[config.mk]
export PLATFORM = sky130hd
export DESIGN_NAME = software_timer_table
export DESIGN_NICKNAME = d
export VERILOG_FILES = /design/src/stt_pkg.sv /design/src/stt_cell.sv /design/src/software_timer_table.sv
export SDC_FILE = /design/constraint.sdc
export NUM_CORES = 2
export LEC_CHECK = 0
export BUFFER_PORTS_ARGS = -buffer_cell sky130_fd_sc_hd__buf_2
export CAP_MARGIN = 5
export CORE_MARGIN = 5
export CORE_UTILIZATION = 42
export DETAILED_ROUTE_END_ITERATION = 8
export SYNTH_ARGS = -nofsm -noshare
export SYNTH_HDL_FRONTEND = slang
export SYNTH_HIERARCHICAL = 1
export SYNTH_SLANG_ARGS = --single-unit
[constraint.sdc]
create_clock -name clk -period 8.1 [get_ports clk]
set_clock_uncertainty 0.15 [all_clocks]
set_input_delay 0.81 -clock clk [delete_from_list [all_inputs] [get_ports clk]]
set_output_delay 0.81 -clock clk [all_outputs]
set_load 0.01 [all_outputs]
[src/stt_pkg.sv]
// ----------------------------------------------------------------------------
// Software timer table package
// Operation and status codes and default sizes shared by the cell chain.
// ----------------------------------------------------------------------------
package stt_pkg;

    localparam int DEFAULT_TIMER_SLOTS = 16;
    localparam int ID_W  = 31;
    localparam int DUR_W = 32;

    localparam logic [2:0] OP_ADD_ONE = 3'd0;
    localparam logic [2:0] OP_ADD_PER = 3'd1;
    localparam logic [2:0] OP_REMOVE  = 3'd2;
    localparam logic [2:0] OP_RESTART = 3'd3;
    localparam logic [2:0] OP_TICK    = 3'd4;

    localparam logic [1:0] ST_OK       = 2'd0;
    localparam logic [1:0] ST_NOTFOUND = 2'd1;
    localparam logic [1:0] ST_FULL     = 2'd2;
    localparam logic [1:0] ST_NONE     = 2'd3;

    typedef struct packed {
        logic             vld;
        logic [2:0]       op;
        logic [ID_W-1:0]  id;
        logic [DUR_W-1:0] dur;
        logic             done;
    } token_t;

    typedef struct packed {
        logic            vld;
        logic [ID_W-1:0] id;
        logic            periodic;
    } fire_t;

endpackage

[src/stt_cell.sv]
// ----------------------------------------------------------------------------
// Timer cell
// Holds one timer slot and acts on the command token as it passes by.
// ----------------------------------------------------------------------------
module stt_cell
    import stt_pkg::*;
(
    input  logic   clk,
    input  logic   rst_n,
    input  token_t tok_in,
    output token_t tok_out,
    output fire_t  fire
);

    logic             use_reg;
    logic [ID_W-1:0]  id_reg;
    logic             rel_reg;
    logic [DUR_W-1:0] per_reg;
    logic [DUR_W-1:0] rem_reg;
    logic [DUR_W-1:0] dec;
    logic             hit;
    logic             act;

    assign dec = (rem_reg != '0) ? rem_reg - 1'b1 : rem_reg;
    assign act = tok_in.vld && !tok_in.done;
    assign hit = use_reg && id_reg == tok_in.id;

    always_comb
    begin
        tok_out = tok_in;
        fire = '0;
        if (tok_in.vld)
        begin
            case (tok_in.op)
                OP_ADD_ONE, OP_ADD_PER: if (act && !use_reg) tok_out.done = 1'b1;
                OP_REMOVE, OP_RESTART:  if (act && hit) tok_out.done = 1'b1;
                OP_TICK:
                begin
                    fire.vld = use_reg && dec == '0;
                    fire.id = id_reg;
                    fire.periodic = rel_reg;
                end
                default: ;
            endcase
        end
    end

    always_ff @(posedge clk or negedge rst_n)
    begin
        if (!rst_n)
            use_reg <= 1'b0;
        else if (tok_in.vld)
        begin
            case (tok_in.op)
                OP_ADD_ONE, OP_ADD_PER:
                    if (act && !use_reg)
                    begin
                        use_reg <= 1'b1;
                        id_reg  <= tok_in.id;
                        rel_reg <= tok_in.op == OP_ADD_PER;
                        per_reg <= tok_in.dur;
                        rem_reg <= tok_in.dur;
                    end
                OP_REMOVE:  if (act && hit) use_reg <= 1'b0;
                OP_RESTART:
                    if (act && hit)
                    begin
                        per_reg <= tok_in.dur;
                        rem_reg <= tok_in.dur;
                    end
                OP_TICK:
                    if (use_reg)
                    begin
                        if (dec != '0)     rem_reg <= dec;
                        else if (rel_reg)  rem_reg <= per_reg;
                        else               use_reg <= 1'b0;
                    end
                default: ;
            endcase
        end
    end

endmodule

[src/software_timer_table.sv]
// ----------------------------------------------------------------------------
// Software timer table
// A chain of timer cells with a command token walking from slot to slot.
// ----------------------------------------------------------------------------
// Usage: an input transaction carries operation, lookup_id and duration_ms.
// The command token visits one cell per cycle while the output is not
// stalled, lowest slot first. After the last cell, a drain step issues the
// closing result, and only then is the next item accepted. Add, remove and
// restart give one result transaction. A tick gives one result per fired
// timer, in slot order, or one "nothing due" result. A fired result is
// issued when the next one is found or when the walk ends, so the final one
// carries last. Codes 5 to 7 give no result and leave in_ready high.
// in_ready is low while an item walks the chain. When the receiver stalls,
// the walk holds until the output register is taken. Reset frees every slot
// and clears the id counter; the block is ready right away.
// ----------------------------------------------------------------------------
module software_timer_table
    import stt_pkg::*;
#(
    parameter int TIMER_SLOTS = DEFAULT_TIMER_SLOTS
)
(
    input  logic             clk,
    input  logic             rst_n,
    input  logic             in_valid,
    output logic             in_ready,
    input  logic [2:0]       operation,
    input  logic [ID_W-1:0]  lookup_id,
    input  logic [DUR_W-1:0] duration_ms,
    output logic             out_valid,
    input  logic             out_ready,
    output logic [1:0]       status,
    output logic [ID_W-1:0]  result_id,
    output logic             fired,
    output logic             was_periodic,
    output logic             last
);

    localparam int SW = (TIMER_SLOTS > 1) ? $clog2(TIMER_SLOTS) : 1;

    logic            busy_reg;
    logic            busy_next;
    logic            drain_reg;
    logic            drain_next;
    logic [SW-1:0]   pos_reg;
    logic [SW-1:0]   pos_next;
    token_t          tok_reg;
    token_t          tok_next;
    logic [ID_W-1:0] lid_reg;
    logic [ID_W-1:0] lid_next;
    logic            hold_vld_reg;
    logic            hold_vld_next;
    logic [ID_W-1:0] hold_id_reg;
    logic [ID_W-1:0] hold_id_next;
    logic            hold_per_reg;
    logic            hold_per_next;
    logic            out_valid_reg;
    logic            out_valid_next;
    logic [1:0]      status_reg;
    logic [1:0]      status_next;
    logic [ID_W-1:0] result_id_reg;
    logic [ID_W-1:0] result_id_next;
    logic            fired_reg;
    logic            fired_next;
    logic            periodic_reg;
    logic            periodic_next;
    logic            last_reg;
    logic            last_next;
    logic [ID_W-1:0] nid;
    token_t          t_in  [TIMER_SLOTS];
    token_t          t_out [TIMER_SLOTS];
    fire_t           f     [TIMER_SLOTS];
    token_t          cur_out;
    fire_t           cur_f;
    logic            step;
    logic            walk;
    logic            fin;
    logic            in_add;
    logic            tok_add;

    assign nid = (lid_reg == {ID_W{1'b1}}) ? ID_W'(1) : lid_reg + 1'b1;

    genvar g;
    generate
        for (g = 0; g < TIMER_SLOTS; g++)
        begin : g_cell
            always_comb
            begin
                t_in[g] = tok_reg;
                t_in[g].vld = tok_reg.vld && walk && pos_reg == SW'(g);
            end
            stt_cell u_cell (.clk(clk), .rst_n(rst_n), .tok_in(t_in[g]),
                             .tok_out(t_out[g]), .fire(f[g]));
        end
    endgenerate

    assign cur_out  = t_out[pos_reg];
    assign cur_f    = f[pos_reg];
    assign step     = busy_reg && (!out_valid_reg || out_ready);
    assign walk     = step && !drain_reg;
    assign fin      = pos_reg == SW'(TIMER_SLOTS - 1);
    assign in_ready = !busy_reg;
    assign in_add   = operation == OP_ADD_ONE || operation == OP_ADD_PER;
    assign tok_add  = tok_reg.op == OP_ADD_ONE || tok_reg.op == OP_ADD_PER;

    assign out_valid    = out_valid_reg;
    assign status       = status_reg;
    assign result_id    = result_id_reg;
    assign fired        = fired_reg;
    assign was_periodic = periodic_reg;
    assign last         = last_reg;

    always_comb
    begin
        busy_next      = busy_reg;
        drain_next     = drain_reg;
        pos_next       = pos_reg;
        tok_next       = tok_reg;
        lid_next       = lid_reg;
        hold_vld_next  = hold_vld_reg;
        hold_id_next   = hold_id_reg;
        hold_per_next  = hold_per_reg;
        out_valid_next = out_valid_reg && !out_ready;
        status_next    = status_reg;
        result_id_next = result_id_reg;
        fired_next     = fired_reg;
        periodic_next  = periodic_reg;
        last_next      = last_reg;
        if (in_valid && in_ready)
        begin
            busy_next     = operation <= OP_TICK;
            drain_next    = 1'b0;
            pos_next      = '0;
            hold_vld_next = 1'b0;
            tok_next.vld  = 1'b1;
            tok_next.op   = operation;
            tok_next.dur  = duration_ms;
            tok_next.done = 1'b0;
            tok_next.id   = in_add ? nid : lookup_id;
        end
        else if (step)
        begin
            if (drain_reg)
            begin
                busy_next      = 1'b0;
                drain_next     = 1'b0;
                out_valid_next = 1'b1;
                result_id_next = '0;
                fired_next     = 1'b0;
                periodic_next  = 1'b0;
                last_next      = 1'b1;
                if (tok_reg.op == OP_TICK)
                begin
                    hold_vld_next = 1'b0;
                    if (hold_vld_reg)
                    begin
                        status_next    = ST_OK;
                        result_id_next = hold_id_reg;
                        fired_next     = 1'b1;
                        periodic_next  = hold_per_reg;
                    end
                    else
                        status_next = ST_NONE;
                end
                else if (tok_add)
                begin
                    if (tok_reg.done)
                    begin
                        status_next    = ST_OK;
                        result_id_next = tok_reg.id;
                        lid_next       = tok_reg.id;
                    end
                    else
                        status_next = ST_FULL;
                end
                else
                    status_next = tok_reg.done ? ST_OK : ST_NOTFOUND;
            end
            else
            begin
                tok_next.done = cur_out.done;
                if (fin)
                    drain_next = 1'b1;
                else
                    pos_next = pos_reg + 1'b1;
                if (tok_reg.op == OP_TICK && cur_f.vld)
                begin
                    hold_vld_next = 1'b1;
                    hold_id_next  = cur_f.id;
                    hold_per_next = cur_f.periodic;
                    if (hold_vld_reg)
                    begin
                        out_valid_next = 1'b1;
                        status_next    = ST_OK;
                        result_id_next = hold_id_reg;
                        fired_next     = 1'b1;
                        periodic_next  = hold_per_reg;
                        last_next      = 1'b0;
                    end
                end
            end
        end
    end

    always_ff @(posedge clk or negedge rst_n)
    begin
        if (!rst_n)
        begin
            busy_reg      <= 1'b0;
            drain_reg     <= 1'b0;
            pos_reg       <= '0;
            tok_reg       <= '0;
            lid_reg       <= '0;
            hold_vld_reg  <= 1'b0;
            hold_id_reg   <= '0;
            hold_per_reg  <= 1'b0;
            out_valid_reg <= 1'b0;
            status_reg    <= '0;
            result_id_reg <= '0;
            fired_reg     <= 1'b0;
            periodic_reg  <= 1'b0;
            last_reg      <= 1'b0;
        end
        else
        begin
            busy_reg      <= busy_next;
            drain_reg     <= drain_next;
            pos_reg       <= pos_next;
            tok_reg       <= tok_next;
            lid_reg       <= lid_next;
            hold_vld_reg  <= hold_vld_next;
            hold_id_reg   <= hold_id_next;
            hold_per_reg  <= hold_per_next;
            out_valid_reg <= out_valid_next;
            status_reg    <= status_next;
            result_id_reg <= result_id_next;
            fired_reg     <= fired_next;
            periodic_reg  <= periodic_next;
            last_reg      <= last_next;
        end
    end

endmodule

* Word-level counts from Yosys, hierarchy flattened
Cells that the tools add are included. W data, S select, Z words.
Cells by class: add/sub/neg operators 18, mux-type cells 380, bitwise logic cells 4, $lt $le $gt $ge 2, reductions and logical operators 258, equal/unequal tests 120
Operator list (number):
- $mux W32 | 96
- $pmux W32 S3 | 16
- $mux W33 | 34
- $pmux W32 S2 | 16
- $reduce_bool A32 Y1 | 32
- $logic_not A32 Y1 | 16
- $sub A32 B1 Y32 const B | 16
- $eq A31 B31 Y1 | 16
- $mux W31 | 9
- $bmux W68 S4 | 1
- $mux W1 | 164
- $reduce_and A4 Y1 | 34
- $bmux W33 S4 | 1
- $ne A2 B1 Y1 const B | 66
- $reduce_and A7 Y1 | 16
- $logic_and A1 B1 Y1 | 102
- $reduce_and A5 Y1 | 16
- $ne A3 B1 Y1 const B | 17
- $pmux W1 S3 | 16
- $eq A4 B4 Y1 const B | 8
- $pmux W1 S2 | 16
- $add A31 B1 Y31 const B | 1
- $eq A31 B31 Y1 const B | 1
- $logic_not A1 Y1 | 21
- 22 further kinds | 51
Word-level totals: input bits 70, output and inout port bits 38, register bits after elaboration 1727

* Depth between registers and ports, before layout
depth after elaboration 17, mapped depth 23, mapped depth without buffers 17

* Modules after synthesis
The synthesis kept the hierarchy.
By module, submodules not included:
- stt_cell at g_cell[12].u_cell ... | seq. area each 2907.8 sq um, area an instance 5755.5 sq um, cells each 544, instances 8
- stt_cell at g_cell[7].u_cell ... | seq. area each 2907.8 sq um, area an instance 6048.3 sq um, cells each 580, instances 3
- stt_cell at g_cell[0].u_cell ... | seq. area each 2907.8 sq um, area an instance 5844.4 sq um, cells each 549, instances 3
- software_timer_table | seq. area each 4379.2 sq um, area an instance 11732.5 sq um, cells each 957, instances 1
- stt_cell at g_cell[5].u_cell | seq. area each 2907.8 sq um, area an instance 6074.6 sq um, cells each 575, instances 1
- stt_cell at g_cell[6].u_cell | seq. area each 2907.8 sq um, area an instance 5874.4 sq um, cells each 569, instances 1

* Worst setup path before layout
No wires, ideal clock.
path kind input -> register, start point in out_ready, end point reg g_cell[5].u_cell.rem_reg[0] (enable), stages on the path 14, arrival 6.245 ns, setup slack 1.277 ns, data required time 7.522 ns, cells stage by stage nand2b_1 -> and2_1 -> clkbuf_1 -> nor2b_1 -> clkbuf_1 -> nand3_1 -> nor2_1 -> nand4b_1 -> nor4_1 -> nand3_1 -> o21ai_0 -> nor2_1 -> nor3_1 -> o21bai_1
RTL lines:
- start, declared | RTL line software_timer_table.sv:31 | input logic out_ready,
- end signal, assigned | RTL line stt_cell.sv:62 | rem_reg <= tok_in.dur;
- end signal, assigned | RTL line stt_cell.sv:69 | rem_reg <= tok_in.dur;
- end signal, assigned | RTL line stt_cell.sv:75 | else if (rel_reg) rem_reg <= per_reg;
- end, declared | RTL line stt_cell.sv:19 | logic [DUR_W-1:0] rem_reg;

==> impl_results.md <==
* Router iterations before antenna repair at 6
* Std cell rows at 176
* Leading cell type in the layout, fill and taps excluded: edfxtp_1
* VDD IR max at 0.000562 V
* Slew headroom at 7.98%
* Final Hold Vio Count at 0
* Starting Density at 42.3%
* Setup repair after global routing missed its margin: false
* CTS root buf: clkbuf_16
* Element type at the critical path start: register
* Critical path type: reg2reg
* Req. time, crit path at 8.67 ns
* Critical-path cell list: or4_1 -> or4_4 -> nor4_2 -> buf_4 -> o211ai_1 -> nor4_2 -> nand4_2 -> nor3_1 -> mux4_2 -> mux4_2 -> nand3_2 -> mux2_2
* RD Place Congestion at 0.911
* Post-route ant nets at 0
* Register area at 51000 sq um
* Status: complete, no violations
* Fmax at 147 MHz
* Fin nets at 8888
* Vias in the first global route at 71900
* TritonCTS clock tree: built
* Total Power at 0.0311 W
* CTS Sinks at 1727
* Remaining DRCs at 0
* Clock Latency Late Sink at 0.86 ns
* Initial antenna violation count at 32
* Final period util at 83.9%
* CP endpoint: hold_id_reg[21]$_DFFE_PN0P_
* First-pass GRT wire length at 481000 um
* DRT Wirelength at 326000 um
* Max-cap viol count at 0
* Final setup vio count at 0
* Port Buffer Count at 107
* Area Overhead vs Synth at 11.2%
* Setup TNS at 0 ns
* Mapped Area at 97400 sq um
* CP max-delay cell: nor3_1
* Post-synthesis net count at 8859
* Syn Inst Count at 8768
* Max Root-Sink Buffers at 3
* Minimum clock period at 6.79 ns
* WL/cell at 27.2 um
* CP startpoint: g_cell[14].u_cell/rem_reg[8]$_DFFE_PP_
* Crit path arrival time at 7.36 ns
* Fillers at 21000
* Die height at 491 um
* RR Endpoint: hold_id_reg[21]$_DFFE_PN0P_
* Initial drt markers at 9108
* Worst slew pin tran at 1.37 ns
* Remaining global-route overflow at 0
* Largest net degree at the start of global routing at 87
* Worst Path Max Fanout at 32
* Inserted Clock Buffers at 187
* Fin. max-slew vios at 0
* CP endpoint kind: register
* H-tree levels at 4
* Syn. warnings at 6
* Core area at 230000 sq um
* Footprint of the multi-input gates at 44100 sq um
* CP max stage delay at 0.91 ns
* Leakage power at 36.4 nW
* Clk slew on worst S/H paths at 0.06 ns
* Most frequent cells in the layout: edfxtp_1, nor2_1, nand2_1, and3_1, xnor2_1
* Worst R2R Setup Slack at 1.31 ns
* Worst hold margin at 0.0716 ns
* Die area at 242000 sq um
* I/O pin cnt at 108
* Die Wd at 491 um
* Via-to-Cell Ratio at 6.26
* Class of the tightest hold or removal check: in2reg
* Layout cells sized above 1 at 15.1%
* Aggregate global-route resource usage at 26.0%
* DPL Wire Length at 214000 um
* Launch point of the worst reg-to-reg path: g_cell[14].u_cell/rem_reg[8]$_DFFE_PP_
* Pwr/cell area at 287 nW/um^2
* Reg2Reg Depth at 12
* Syn avg cell area at 11.1 sq um
* Via count at 75100
[power breakdown]
part           switching, W  leakage, nW  total [W]  internal (W)
logic               0.00699         17.1    0.00989       0.00290
registers           0.00105         16.3     0.0124        0.0114
clock network       0.00374         3.05    0.00881       0.00507
[final cells by class]
type,instances,share of cell area [%]
Clock buffer,255,4.86
Antenna cell,3,0.00693
Tap cell,3026,3.50
Timing Repair Buffer,364,2.39
Inverter,134,0.465
Multi-Input combinational cell,6383,40.7
Sequential cell,1727,47.1
Clock inverter,92,0.929
[metrics by stage]
step,area [sq um],cells,util (%),worst slack (ns)
finish,108000,12000,47.0,1.31
global route,108000,12000,47.0,1.05
CTS,108000,12000,47.0,1.54
detailed placement,102000,11600,44.1,1.57
global placement,102000,11600,44.1,1.69
floorplan,97400,8768,-,1.32
[worst min path at each step]
stage	cells past startpoint	from	slack, ns	to
2_1_floorplan	1	hold_per_reg$_DFFE_PN0P_	0.33	hold_per_reg$_DFFE_PN0P_
6_report	3	lookup_id[26]	0.07	t_in[59]$_DFFE_PN0P_
4_1_cts	3	lookup_id[26]	0.006	t_in[59]$_DFFE_PN0P_
3_3_place_gp	2	result_id[13]$_DFFE_PN0P_	0.31	result_id[13]$_DFFE_PN0P_
3_5_place_dp	2	t_in[19]$_DFFE_PN0P_	0.32	t_in[19]$_DFFE_PN0P_
5_1_grt	3	operation[1]	0.06	t_in[65]$_DFFE_PN0P_
[critical path: cells and delay by family (launching register included)]
kind / cells / cell delay [ns]
compound gates: 1 / 0.14
buf+inv: 1 / 0.32
flops: 1 / 0.47
mux: 3 / 1.26
simple gates: 7 / 4.28
[routing by layer]
metal	share of wire (%)	GRT usage, %	wire length, um
met2	45	40.1	145000
met5	0.031	0	100
met1	43	37.1	139000
met4	3.4	8.66	11200
met3	9.3	4.91	30200
[what timing repair did]
action,CTS,global route
hold buffers,35,0
setup buffers,0,0
gates resized for setup,0,0
endpoints found under the hold margin,62,0
(Power assumes the default switching activity.)
